## src/hw/rtl/ssp_pkg.sv

```systemverilog
`timescale 1ns / 1ps
`default_nettype none
// ----------------------------------------------------------------------------
// ssp_pkg
// Shared types and constants of the seven-segment PWM dimming driver.
// ----------------------------------------------------------------------------
package ssp_pkg;

  typedef enum logic [1:0] {
    OP_TICK  = 2'd0,
    OP_DIGIT = 2'd1,
    OP_BOARD = 2'd2
  } op_t;

  typedef enum logic [2:0] {
    POS_L_TENS   = 3'd0,
    POS_L_UNITS  = 3'd1,
    POS_R_TENS   = 3'd2,
    POS_R_UNITS  = 3'd3,
    POS_AUX_L    = 3'd4,
    POS_AUX_R    = 3'd5,
    POS_DOT_PAIR = 3'd6
  } pos_t;

  // Per-group bits; D, F and G carry only the bits the groups own
  // (D bits 7..6, F bits 6..0, G bits 3..0).
  typedef struct packed {
    logic [7:0] a;
    logic [7:0] b;
    logic [7:0] c;
    logic [1:0] d;
    logic [7:0] e;
    logic [6:0] f;
    logic [3:0] g;
  } grp_t;

  localparam grp_t DRIVE_RESET = '{a: 8'hFF, b: 8'hFF, c: 8'hFF, d: 2'b11,
                                   e: 8'hFF, f: 7'h7F, g: 4'hF};

  localparam logic [7:0] PWM_PERIOD = 8'd200;
  localparam logic [7:0] THR_DOT    = 8'd3;
  localparam logic [7:0] THR_B4     = 8'd10;
  localparam logic [7:0] THR_B3     = 8'd40;
  localparam logic [7:0] THR_B1     = 8'd50;
  localparam logic [7:0] THR_B2G    = 8'd52;

  localparam logic [7:0] C_MASK_B1  = 8'hC9;
  localparam logic [7:0] C_MASK_B4  = 8'hF6;
  localparam logic [7:0] C_MASK_B2G = 8'hBF;

endpackage : ssp_pkg
`default_nettype wire

```

## src/hw/rtl/seven_segment_pwm_driver.sv

```systemverilog
`timescale 1ns / 1ps
`default_nettype none
// ----------------------------------------------------------------------------
// seven_segment_pwm_driver
// Six-digit seven-segment board driver with dots and PWM segment dimming.
// ----------------------------------------------------------------------------
//  channel | handshake    | payload
//  --------+--------------+-------------------------------------------------------------
//  in_     | valid, stall | op position digit score_left small_left small_right score_right
//  out_    | valid, stall | drive_a drive_b drive_c drive_d_top drive_e drive_f_low drive_g_low
//
//  One request per clock sustained while the output is not stalled. A request
//  is captured in the input register, then commits to the counter/pattern/drive
//  state, whose registered drives form the result.
//  Reset (rst_n low, synchronous) clears counter and patterns, sets all owned
//  drive bits, and empties both register stages.
//  A stalled output holds; the input register then fills and in_stall rises.
// ----------------------------------------------------------------------------
module seven_segment_pwm_driver import ssp_pkg::*; (
  input  wire logic       clk,
  input  wire logic       rst_n,
  input  wire logic       in_valid,
  output logic            in_stall,
  input  wire logic [1:0] in_op,
  input  wire logic [2:0] in_position,
  input  wire logic [3:0] in_digit,
  input  wire logic [6:0] in_score_left,
  input  wire logic [3:0] in_small_left,
  input  wire logic [3:0] in_small_right,
  input  wire logic [6:0] in_score_right,
  output logic            out_valid,
  input  wire logic       out_stall,
  output logic [7:0]      out_drive_a,
  output logic [7:0]      out_drive_b,
  output logic [7:0]      out_drive_c,
  output logic [1:0]      out_drive_d_top,
  output logic [7:0]      out_drive_e,
  output logic [6:0]      out_drive_f_low,
  output logic [3:0]      out_drive_g_low
);

  // input register
  logic       req_valid_r;
  logic [1:0] op_r;
  logic [2:0] position_r;
  logic [3:0] digit_r;
  logic [6:0] score_left_r;
  logic [3:0] small_left_r;
  logic [3:0] small_right_r;
  logic [6:0] score_right_r;

  // block state; drive_r is also the result register
  logic [7:0] count_r;
  grp_t       pat_r;
  grp_t       drive_r;
  logic       out_valid_r;

  logic       out_free;
  logic       commit;
  logic       tick_commit;
  logic       set_commit;
  logic       in_take;
  logic [7:0] count_nxt;
  grp_t       drive_nxt;
  grp_t       pat_nxt;

  assign out_free    = !out_valid_r || !out_stall;
  assign commit      = req_valid_r && out_free;
  assign tick_commit = commit && (op_r == OP_TICK);
  assign set_commit  = commit && ((op_r == OP_DIGIT) || (op_r == OP_BOARD));
  assign in_stall    = req_valid_r && !out_free;
  assign in_take     = in_valid && !in_stall;

  ssp_pattern_upd u_pat (
    .op          (op_r),
    .position    (position_r),
    .digit       (digit_r),
    .score_left  (score_left_r),
    .small_left  (small_left_r),
    .small_right (small_right_r),
    .score_right (score_right_r),
    .pat         (pat_r),
    .pat_nxt     (pat_nxt)
  );

  ssp_dimmer u_dim (
    .count     (count_r),
    .drive     (drive_r),
    .pat       (pat_r),
    .count_nxt (count_nxt),
    .drive_nxt (drive_nxt)
  );

  // request payload, no reset needed
  always_ff @(posedge clk) begin
    if (in_take) begin
      op_r          <= in_op;
      position_r    <= in_position;
      digit_r       <= in_digit;
      score_left_r  <= in_score_left;
      small_left_r  <= in_small_left;
      small_right_r <= in_small_right;
      score_right_r <= in_score_right;
    end
  end

  always_ff @(posedge clk) begin
    if (!rst_n) begin
      req_valid_r <= 1'b0;
      out_valid_r <= 1'b0;
      count_r     <= 8'd0;
      pat_r       <= '0;
      drive_r     <= DRIVE_RESET;
    end else begin
      if (in_take)       req_valid_r <= 1'b1;
      else if (commit)   req_valid_r <= 1'b0;
      if (commit)        out_valid_r <= 1'b1;
      else if (out_free) out_valid_r <= 1'b0;
      if (tick_commit) begin
        count_r <= count_nxt;
        drive_r <= drive_nxt;
      end
      if (set_commit) pat_r <= pat_nxt;
    end
  end

  assign out_valid       = out_valid_r;
  assign out_drive_a     = drive_r.a;
  assign out_drive_b     = drive_r.b;
  assign out_drive_c     = drive_r.c;
  assign out_drive_d_top = drive_r.d;
  assign out_drive_e     = drive_r.e;
  assign out_drive_f_low = drive_r.f;
  assign out_drive_g_low = drive_r.g;

  // counter never reaches the period value
  a_count_range: assert property (@(posedge clk) disable iff (!rst_n)
    count_r < PWM_PERIOD)
    else $error("dimming counter out of range");

  // drives move only on a committed tick
  a_drive_hold: assert property (@(posedge clk) disable iff (!rst_n)
    ($past(rst_n) && !$past(tick_commit)) |-> $stable(drive_r))
    else $error("drive changed without tick");

  // patterns move only on a committed set request
  a_pat_hold: assert property (@(posedge clk) disable iff (!rst_n)
    ($past(rst_n) && !$past(set_commit)) |-> $stable(pat_r))
    else $error("pattern changed without set request");

  // a pending result is never dropped while held off
  a_out_keep: assert property (@(posedge clk) disable iff (!rst_n)
    (out_valid_r && out_stall) |=> out_valid_r)
    else $error("result lost under stall");

endmodule : seven_segment_pwm_driver
`default_nettype wire

```

## src/hw/rtl/ssp_pattern_upd.sv

```systemverilog
`timescale 1ns / 1ps
`default_nettype none
// ----------------------------------------------------------------------------
// ssp_pattern_upd
// Next segment patterns for a digit or board request.
// ----------------------------------------------------------------------------
module ssp_pattern_upd import ssp_pkg::*; (
  input  wire logic [1:0] op,
  input  wire logic [2:0] position,
  input  wire logic [3:0] digit,
  input  wire logic [6:0] score_left,
  input  wire logic [3:0] small_left,
  input  wire logic [3:0] small_right,
  input  wire logic [6:0] score_right,
  input  wire grp_t       pat,
  output grp_t            pat_nxt
);

  function automatic logic [6:0] seg7(input logic [3:0] d);
    logic [6:0] s;
    case (d)
      4'd0:    s = 7'h3F;
      4'd1:    s = 7'h06;
      4'd2:    s = 7'h5B;
      4'd3:    s = 7'h4F;
      4'd4:    s = 7'h66;
      4'd5:    s = 7'h6D;
      4'd6:    s = 7'h7D;
      4'd7:    s = 7'h07;
      4'd8:    s = 7'h7F;
      4'd9:    s = 7'h6F;
      default: s = 7'h00;
    endcase
    return s;
  endfunction

  // big1: {A7, C7, D[7:6], G[2:0]}
  function automatic logic [6:0] big1(input logic [3:0] d);
    logic [6:0] s;
    case (d)
      4'd0:    s = {1'b0, 1'b1, 2'd3, 3'd7};
      4'd1:    s = {1'b0, 1'b0, 2'd2, 3'd1};
      4'd2:    s = {1'b1, 1'b1, 2'd3, 3'd2};
      4'd3:    s = {1'b1, 1'b0, 2'd3, 3'd3};
      4'd4:    s = {1'b1, 1'b0, 2'd2, 3'd5};
      4'd5:    s = {1'b1, 1'b0, 2'd1, 3'd7};
      4'd6:    s = {1'b1, 1'b1, 2'd1, 3'd7};
      4'd7:    s = {1'b0, 1'b0, 2'd3, 3'd1};
      4'd8:    s = {1'b1, 1'b1, 2'd3, 3'd7};
      4'd9:    s = {1'b1, 1'b0, 2'd3, 3'd7};
      default: s = 7'h00;
    endcase
    return s;
  endfunction

  // big4: {B[7:2], G3}
  function automatic logic [6:0] big4(input logic [3:0] d);
    logic [6:0] s;
    case (d)
      4'd0:    s = {6'h3F, 1'b0};
      4'd1:    s = {6'h06, 1'b0};
      4'd2:    s = {6'h1B, 1'b1};
      4'd3:    s = {6'h0F, 1'b1};
      4'd4:    s = {6'h26, 1'b1};
      4'd5:    s = {6'h2D, 1'b1};
      4'd6:    s = {6'h3D, 1'b1};
      4'd7:    s = {6'h07, 1'b0};
      4'd8:    s = {6'h3F, 1'b1};
      4'd9:    s = {6'h2F, 1'b1};
      default: s = 7'h00;
    endcase
    return s;
  endfunction

  // Tables return zero above nine, which blanks the position (POS_AUX_R excepted).
  function automatic grp_t put_digit(input grp_t p, input logic [3:0] d,
                                     input logic [2:0] pos);
    grp_t       q;
    logic [6:0] t1;
    logic [6:0] t4;
    q  = p;
    t1 = big1(d);
    t4 = big4(d);
    case (pos)
      POS_L_TENS: begin
        q.a[7]   = t1[6];
        q.c[7]   = t1[5];
        q.d      = t1[4:3];
        q.g[2:0] = t1[2:0];
      end
      POS_L_UNITS: q.c[6:0] = seg7(d);
      POS_R_TENS:  q.e[6:0] = seg7(d);
      POS_R_UNITS: begin
        q.b[7:2] = t4[6:1];
        q.g[3]   = t4[0];
      end
      POS_AUX_L:   q.a[6:0] = seg7(d);
      POS_AUX_R: begin
        // above nine keeps the old pattern
        if (d <= 4'd9) q.f = seg7(d);
      end
      POS_DOT_PAIR: begin
        q.e[7] = (d <= 4'd3) && d[0];
        q.b[0] = (d <= 4'd3) && d[1];
      end
      default: ;
    endcase
    return q;
  endfunction

  // divide by ten: x*205 >> 11 is exact for x below 1029
  logic [14:0] prod_l, prod_r;
  logic [3:0]  tens_l, tens_r, units_l, units_r;
  logic [6:0]  rem_l, rem_r;
  grp_t        brd0, brd1, brd2, brd3, brd4, brd5;

  always_comb begin
    prod_l  = {8'd0, score_left} * 15'd205;
    prod_r  = {8'd0, score_right} * 15'd205;
    tens_l  = prod_l[14:11];
    tens_r  = prod_r[14:11];
    rem_l   = score_left - {tens_l, 3'b000} - {2'b00, tens_l, 1'b0};
    rem_r   = score_right - {tens_r, 3'b000} - {2'b00, tens_r, 1'b0};
    units_l = rem_l[3:0];
    units_r = rem_r[3:0];
  end

  always_comb begin
    brd0 = put_digit(pat,  tens_l,      POS_L_TENS);
    brd1 = put_digit(brd0, units_l,     POS_L_UNITS);
    brd2 = put_digit(brd1, small_left,  POS_AUX_L);
    brd3 = put_digit(brd2, small_right, POS_AUX_R);
    brd4 = put_digit(brd3, tens_r,      POS_R_TENS);
    brd5 = put_digit(brd4, units_r,     POS_R_UNITS);
    unique case (op)
      OP_DIGIT: pat_nxt = put_digit(pat, digit, position);
      OP_BOARD: pat_nxt = brd5;
      default:  pat_nxt = pat;
    endcase
  end

endmodule : ssp_pattern_upd
`default_nettype wire

```

## src/hw/rtl/ssp_dimmer.sv

```systemverilog
`timescale 1ns / 1ps
`default_nettype none
// ----------------------------------------------------------------------------
// ssp_dimmer
// Dimming counter step: reload at period end, else threshold blanking.
// ----------------------------------------------------------------------------
module ssp_dimmer import ssp_pkg::*; (
  input  wire logic [7:0] count,
  input  wire grp_t       drive,
  input  wire grp_t       pat,
  output logic [7:0]      count_nxt,
  output grp_t            drive_nxt
);

  logic [7:0] n;

  always_comb begin
    n         = count + 8'd1;
    drive_nxt = drive;
    count_nxt = n;
    if (n >= PWM_PERIOD) begin
      count_nxt   = 8'd0;
      drive_nxt.a = pat.a;
      drive_nxt.b = pat.b;
      drive_nxt.c = pat.c;
      drive_nxt.d = drive.d | pat.d;
      drive_nxt.e = pat.e;
      drive_nxt.f = drive.f | pat.f;
      drive_nxt.g = drive.g | pat.g;
    end else begin
      if (n >= THR_B2G) drive_nxt.c = drive_nxt.c & C_MASK_B2G;
      if (n >= THR_B1) begin
        drive_nxt.a[7]   = 1'b0;
        drive_nxt.c      = drive_nxt.c & C_MASK_B1 & 8'h7F;
        drive_nxt.d      = 2'b00;
        drive_nxt.g[2:0] = 3'b000;
      end
      if (n >= THR_B3) drive_nxt.e[6:0] = 7'h00;
      if (n >= THR_B4) begin
        drive_nxt.c      = drive_nxt.c & C_MASK_B4;
        drive_nxt.b[7:2] = 6'h00;
        drive_nxt.g[3]   = 1'b0;
      end
      if (n >= THR_DOT) begin
        drive_nxt.a[6:0] = 7'h00;
        drive_nxt.f      = 7'h00;
        drive_nxt.b[0]   = 1'b0;
        drive_nxt.e[7]   = 1'b0;
      end
    end
  end

endmodule : ssp_dimmer
`default_nettype wire

```

## config.mk

```make
export PLATFORM = sky130hd
export DESIGN_NAME = seven_segment_pwm_driver
export DESIGN_NICKNAME = d
export VERILOG_FILES = /design/src/hw/rtl/ssp_pkg.sv /design/src/hw/rtl/seven_segment_pwm_driver.sv /design/src/hw/rtl/ssp_pattern_upd.sv /design/src/hw/rtl/ssp_dimmer.sv
export SDC_FILE = /design/constraint.sdc
export NUM_CORES = 1
export LEC_CHECK = 0
export BUFFER_PORTS_ARGS = -buffer_cell sky130_fd_sc_hd__buf_2
export CAP_MARGIN = 15
export CORE_UTILIZATION = 40
export CTS_BUF_LIST = sky130_fd_sc_hd__clkbuf_4
export DETAILED_ROUTE_END_ITERATION = 7
export MAX_ROUTING_LAYER = met4
export PLACE_DENSITY = 0.57
export RECOVER_POWER = 50
export SYNTH_ARGS = -nofsm -noshare
export SYNTH_HDL_FRONTEND = slang
export SYNTH_SLANG_ARGS = --single-unit
```

## constraint.sdc

```tcl
create_clock -name clk -period 7.6 [get_ports clk]
set_input_delay 1.14 -clock clk [delete_from_list [all_inputs] [get_ports clk]]
set_output_delay 1.14 -clock clk [all_outputs]
set_load 0.02 [all_outputs]
```

==> impl_metrics.py, run 1 <==
metrics = {
    "place": {
        "dp_hpwl_um": 15500,
        "place_congestion": 0.843,
        "place_inst": 1241,
        "io_buffers": 81,
    },
    "outcome": {
        "violations": "capacitance limit, slew limit",
        "status": "complete, but fails checks",
    },
    "detailed_routing": {
        "drt_iter0_markers": 435,
        "routedWlPerCell_um": 16.2,
        "num_vias": 6791,
        "final_antenna_net_count": 0,
        "wl_um": 20600,
        "drt-pass1-iter-count": 5,
        "avgViaCountPerCell": 5.33,
        "drc": 0,
    },
    "yosys": {
        "synth_cell_types": 77,
        "synth_edf_count": 31,
        "synth_area_um2": 8940,
        "yosysWarnings": 0,
        "syn_area_per_cell_um2": 9.82,
        "syn_nets": 1082,
        "synthCells": 910,
        "ys_seq_elements": 151,
        "synth_flop_cell": "dfxtp_1",
        "async_reset_ff_share_pct": 0,
        "ys_seq_area_share_pct": 37.3,
    },
    "sta": {
        "setup_tns_ns": 0,
        "skew_ns": 0.0228,
        "slew_headroom_pct": -26.8,
        "final_hold_viol_count": 0,
        "period_minus_slack_ns": 5.55,
        "worstMarginPinSlew_ns": 1.90,
        "fin_crit_sh_pct": 73.0,
        "rsz0062_at_grt": "false",
        "max_clock_freq_mhz": 180,
        "setup_violations": 0,
        "maxSlewViolCount": 111,
    },
    "worst_hold_path": {
        "hold_start": "u_pat.brd3[6]",
        "min_to": "pat_r[6]",
        "whs_path_depth": 2,
        "hold_path.class": "flop to flop",
    },
    "clock_tree": {
        "insertion_delay_ns": 0.56,
        "clkSinkCount": 151,
        "cts.clk_slew.worst_paths_ns": 0.14,
        "cts_hold_buf": 0,
        "cts-resized-gates": 0,
        "cts_tree": "done",
        "htree_levels": 4,
        "cts-root-buf": "clkbuf_4",
        "clock_path_buffers": 2,
        "post-cts-setup-buffers": 0,
        "numCtsBuffers": 17,
    },
    "worst_setup_path": {
        "reg2reg_depth": 17,
        "cp_max_fo": 10,
        "critical_path_class": "flop to flop",
        "critPathArrivalTime_ns": 6.04,
        "reg2reg_from": "score_left_r[4]",
        "crit_required_ns": 8.09,
        "startpoint_type": "flop",
        "rr_endpoint": "pat_r[26]",
        "reg2reg_slack_ns": 2.05,
        "endpoint_kind": "flop",
    },
    "die": {
        "die_area_um2": 22900,
        "row_count": 54,
        "die_h_um": 151,
        "initial_core_util_pct": 40.8,
        "pin_count": 82,
        "core_area_um2": 21900,
        "die_x_um": 151,
    },
    "global_routing": {
        "track_usage_pct": 19.3,
        "grt_pass1_vias": 6449,
        "antenna_found_initial": 0,
        "grt_max_degree": 47,
        "grt_pass1_wl_um": 33400,
        "grt_overflow": 0,
    },
    "power_and_ir_drop": {
        "power_density_nw_per_um2": 235,
        "ir_drop_uv": 88.8,
        "leakagePower_nw": 4.09,
    },
    "finish": {
        "layout_commonest_cell": "ha_1",
        "layout.cells.non_filler": 1273,
        "fillers": 2169,
        "final_nets": 1152,
        "layout-drive-gt1-share_pct": 9.47,
        "diodes": 0,
        "syn_to_final_growth_pct": 9.25,
        "final_cell_mix": "ha_1, dfxtp_1, inv_1",
    },
    "run": {
        "drv_cap": 3,
    },
}
-- state kept, by name, indices dropped and copies added (netlist names), 7 cells and up, named ones only --
name / cells
score_left_r: 7
out_drive_f_low: 7
out_drive_b: 8
u_pat.brd2: 7
count_r: 8
out_drive_c: 8
pat_r: 44
score_right_r: 7
out_drive_a: 8
out_drive_e: 8
u_pat.brd3: 7
-- logic make-up (layout without fill, tap and decap cells) --
logic type                 Yosys count  count (layout)  share of synthesized area [%]
AOI/OAI and AO/OA                  269             269                           21.2
adders and majority gates          137             137                           20.5
xor gates and xnor gates            32              32                           3.46
DFF                                151             151                           37.3
buffers and inverters              106             189                           4.68
and+or+nand+nor                    196             196                           10.7
muxes                               19              19                           2.21
-- worst max-delay path: stages (launching register included) --
cell and delay, ns:
edfxtp_1 0.48, ha_1 0.33, ha_1 0.29, fa_1 0.51
inv_1 0.05, fa_1 0.49, inv_1 0.04, ha_1 0.27
a21oi_1 0.07, a211oi_2 0.33, a31oi_1 0.12, o21ai_0 0.23
xor2_1 0.50, ha_1 0.36, xor2_1 0.64, nand3_1 0.20
o21ai_1 0.31, o221a_2 0.25
-- synthesized netlist by cell type, drive strengths merged, types with 13 or more instances --
| cell | instances | share of area, % |
|---|---|---|
| ha | 121 | 17 |
| dfxtp | 120 | 27 |
| o21ai | 71 | 4.1 |
| inv | 67 | 2.8 |
| nor2 | 60 | 2.5 |
| a21oi | 55 | 3.2 |
| nand2 | 54 | 2.3 |
| a221o | 31 | 3.5 |
| edfxtp | 31 | 10 |
| clkbuf | 25 | 1.0 |
| a31oi | 19 | 1.3 |
| xnor2 | 18 | 1.8 |
| a211oi | 16 | 1.6 |
| fa | 16 | 3.6 |
| buf | 13 | 0.77 |
| mux2i | 13 | 1.5 |
| nand3 | 13 | 0.73 |
| xor2 | 13 | 1.4 |
-- power breakdown --
| part | internal, mW | total (mW) | leakage (nW) | switching (mW) |
|---|---|---|---|---|
| registers | 0.854 | 0.876 | 1.28 | 0.0224 |
| logic | 0.378 | 0.946 | 2.68 | 0.567 |
| clock network | 0.141 | 0.474 | 0.130 | 0.333 |
-- routing by layer --
layer	track usage [%]	up-vias	wire, um
met5	-	-	0
met4	4.20	0	196
li1	-	3483	-
met1	27.0	3159	10700
met2	29.2	131	8860
met3	2.96	18	819
-- area by class of cell --
type / instances / area [um2] / share of cell area [%]
clock buffers: 17 / 128 / 1.31
inverters: 68 / 255 / 2.61
flip-flops and latches: 151 / 3330 / 34.1
repair buffers: 89 / 379 / 3.88
multi-input cells: 653 / 5190 / 53.1
well taps: 280 / 350 / 3.59
clock inverters: 15 / 131 / 1.35
-- metrics by stage --
stage / hold slack, ns / cell area (um2) / utilization, % / power (mW) / worst slack (ns)
floorplan: 0.432 / 8940 / - / 1.64 / 2.60
global placement: 0.451 / 9590 / 43.8 / 1.83 / 2.23
detailed placement: 0.459 / 9590 / 43.8 / 1.84 / 2.09
CTS: 0.467 / 9850 / 45.0 / 2.32 / 2.06
global route: 0.504 / 9760 / 44.6 / 2.48 / 1.58
finish: 0.463 / 9760 / 44.6 / 2.30 / 2.05
-- how the worst max path moves through the flow --
stage	start	end	slack (ns)	cells after the start
after floorplan	score_left_r[4]	pat_r[27]	2.60	17
after global placement	score_left_r[4]	pat_r[27]	2.23	17
after detailed placement	score_left_r[4]	pat_r[27]	2.09	17
after CTS	score_left_r[4]	pat_r[26]	2.06	17
after global routing	score_left_r[4]	pat_r[27]	1.58	17
final	score_left_r[4]	pat_r[26]	2.05	17
(Power assumes the default switching activity.)
==> run 2, diff against run 1 <==
--- a/config.mk
+++ b/config.mk
@@ -5,13 +5,14 @@
 export SDC_FILE = /design/constraint.sdc
 export NUM_CORES = 1
 export LEC_CHECK = 0
+export ABC_AREA = 1
 export BUFFER_PORTS_ARGS = -buffer_cell sky130_fd_sc_hd__buf_2
 export CAP_MARGIN = 15
 export CORE_UTILIZATION = 40
 export CTS_BUF_LIST = sky130_fd_sc_hd__clkbuf_4
 export DETAILED_ROUTE_END_ITERATION = 7
 export MAX_ROUTING_LAYER = met4
-export PLACE_DENSITY = 0.57
+export PLACE_DENSITY = 0.6
 export RECOVER_POWER = 50
 export SYNTH_ARGS = -nofsm -noshare
 export SYNTH_HDL_FRONTEND = slang
==> constraint.sdc (replaced) <==
create_clock -name clk -period 5.1 [get_ports clk]
set_input_delay 0.765 -clock clk [delete_from_list [all_inputs] [get_ports clk]]
set_output_delay 0.765 -clock clk [all_outputs]
set_load 0.02 [all_outputs]
==> impl_metrics.py, run 2 <==
metrics = {
    "detailed_routing": {
        "drt_iter0_markers": 386,
        "final_antenna_net_count": 0,
        "avgViaCountPerCell": 4.89,
        "wl_met3_um": 590,
        "met2_wirelength_um": 9560,
        "wl_met1_um": 10100,
        "routedWlPerCell_um": 13.6,
        "wl_um": 20400,
        "drt-pass1-iter-count": 5,
        "top_layer": "met4",
        "drc": 0,
        "num_vias": 7308,
    },
    "sta": {
        "skew_ns": 0.0327,
        "worstMarginPinSlew_ns": 1.93,
        "whs_ns": 0.385,
        "slew_headroom_pct": -28.4,
        "maxSlewViolCount": 34,
        "final_hold_viol_count": 0,
        "setup_violations": 0,
        "period_minus_slack_ns": 4.82,
        "max_clock_freq_mhz": 207,
        "fin_crit_sh_pct": 94.6,
    },
    "finish": {
        "final_cell_mix": "nand2_1, inv_1, dfxtp_1",
        "regMostFlops": "pat_r",
        "layout.cells.non_filler": 1495,
        "layout-drive-gt1-share_pct": 9.39,
        "fillers": 2284,
        "largest_reg_flops": 44,
        "layout_commonest_cell": "nand2_1",
        "syn_to_final_growth_pct": 11.7,
        "final_nets": 1373,
    },
    "worst_setup_path": {
        "startpoint_type": "flop",
        "endpoint_kind": "flop",
        "cpMaxStageDelayCell": "edfxtp_1",
        "reg2reg_depth": 24,
        "cp_common_cell": "inv_1",
        "slowest_delay_ns": 0.51,
        "reg2reg_slack_ns": 0.28,
        "reg2reg_from": "score_left_r[4]",
        "cpLargestDelayFamily": "adder cells",
        "crit_required_ns": 5.57,
        "rr_endpoint": "pat_r[21]",
        "critPathBufInv": 5,
        "crit_chain": "ha_1 > ha_1 > fa_1 > inv_1 > fa_1 > inv_1 > ha_1 > nand2_1 > nor2_1 > nand4_1 > nand3_2 > xor2_4 > inv_1 > ha_1 > inv_1 > or2_2 > nand2_2 > inv_1 > or2_2 > o21ai_0 > nand2_1 > nand2_1 > nand2_1 > a21oi_1",
        "critical_path_class": "flop to flop",
        "cp_max_fo": 5,
        "critPathArrivalTime_ns": 5.30,
    },
    "yosys": {
        "synth_top_cell_by_area": "dfxtp_1",
        "async_reset_ff_share_pct": 0,
        "ys_seq_area_share_pct": 37.2,
        "syn_area_per_cell_um2": 8.04,
        "synth_cell_types": 44,
        "synth_flop_cell": "dfxtp_1",
        "synth_most_common_cell": "nand2_1",
        "synth_area_um2": 8950,
        "synth_top_area_share_pct": 26.8,
        "ys_seq_elements": 151,
        "yosys-top-cells-area": "dfxtp_1, ha_1, nand2_1, edfxtp_1, o21ai_0",
        "synth_edf_count": 31,
        "syn_nets": 1286,
        "synth_common_cells": "nand2_1, inv_1, ha_1, dfxtp_1, o21ai_0",
        "yosysWarnings": 0,
        "synthCells": 1114,
    },
    "power_and_ir_drop": {
        "ir_drop_uv": 147,
        "leakagePower_nw": 4.99,
        "power_density_nw_per_um2": 358,
        "total_power_mw": 3.58,
    },
    "global_routing": {
        "grt_pass1_vias": 7037,
        "grt_overflow": 0,
        "track_usage_pct": 19.4,
        "antenna_found_initial": 1,
        "grt_pass1_wl_um": 34000,
        "grt_max_degree": 83,
    },
    "clock_tree": {
        "numCtsBuffers": 17,
        "insertion_delay_ns": 0.55,
        "cts.clk_slew.worst_paths_ns": 0.14,
        "clkSinkCount": 151,
        "cts_tree": "done",
        "htree_levels": 4,
        "clock_path_buffers": 2,
        "cts-root-buf": "clkbuf_4",
    },
    "outcome": {
        "status": "complete, but fails checks",
        "violations": "capacitance limit, slew limit",
    },
    "place": {
        "place_congestion": 0.900,
        "io_buffers": 81,
        "dp_hpwl_um": 15100,
        "place_inst": 1458,
    },
    "run": {
        "drv_cap": 1,
    },
    "worst_hold_path": {
        "min_to": "op_r[0]",
        "hold_start": "in_op[0]",
        "whs_path_depth": 1,
        "hold_path.class": "primary input to flop",
    },
    "die": {
        "core_area_um2": 21900,
        "initial_core_util_pct": 40.9,
        "die_x_um": 152,
        "die_h_um": 152,
        "row_count": 54,
        "die_area_um2": 23000,
        "pin_count": 82,
    },
}
## run 2: cell count changes after synthesis, moves of 12 or more
cell	before	now
o21ai_0	64	100
mux2i_1	13	1
a31oi_1	19	2
xnor2_1	17	3
a221o_1	31	0
a21oi_1	52	84
inv_1	67	122
nand3_1	13	59
nand2_1	54	277
or2_2	1	16
## run 2: how the worst max path moves through the flow
stage	startpoint	end	slack [ns]	cells past startpoint
finish	score_left_r[4]	pat_r[21]	0.28	24
CTS	score_left_r[3]	pat_r[21]	0.11	24
global placement	score_left_r[4]	pat_r[21]	0.32	24
floorplan	score_right_r[4]	pat_r[31]	0.48	24
global route	score_left_r[4]	pat_r[21]	-0.02	24
detailed placement	score_left_r[3]	pat_r[21]	0.17	24
## run 2: per-stage QoR
step	TNS (ns)	cell area (um2)	worst slack, ns	util, %
floorplan	0	8950	0.483	-
global placement	0	9650	0.320	44.1
detailed placement	0	9650	0.169	44.1
CTS	0	9970	0.113	45.6
global route	-0.0289	10000	-0.0169	45.7
finish	0	10000	0.275	45.7
## run 2: repair_timing
action / 4_1_cts / 5_1_grt
endpoints found under the setup margin: 0 / 12
hold buffers: 0 / 0
gates resized for setup: 0 / 11
buffers inserted: 0 / 4
## run 2: kinds of logic (layout without fill, tap and decap cells)
family / count (synthesis) / in the layout / share of synthesized area, %
simple gates: 437 / 437 / 20.5
compound gates: 218 / 218 / 13.0
buf+inv: 152 / 252 / 6.60
flops: 151 / 151 / 37.2
fa+ha+maj: 137 / 137 / 20.5
xor+xnor: 18 / 18 / 2.05
mux: 1 / 1 / 0.112
other cells: 0 / 1 / 0
## run 2: cell type report
type	instances	area (um2)	share of cell area, %
diodes	1	2.50	0.0250
inverters	127	477	4.77
clock inverters	15	193	1.93
flip-flops and latches	151	3330	33.3
well taps	280	350	3.50
repair buffers	93	427	4.27
multi-input cells	811	5090	50.9
clock buffers	17	128	1.28
## run 2: power breakdown
part           total (mW)  internal, mW  switching, mW
clock               0.834         0.353          0.482
combinational        1.44         0.539          0.898
sequential           1.31          1.28         0.0289
total                3.58          2.17           1.41
## run 2: per-layer routing
layer  GRT usage (%)  up-vias
li1                -     3846
met3            3.83        6
met1            24.9     3342
met4            3.86        0
met5               -        -
met2            31.8      114
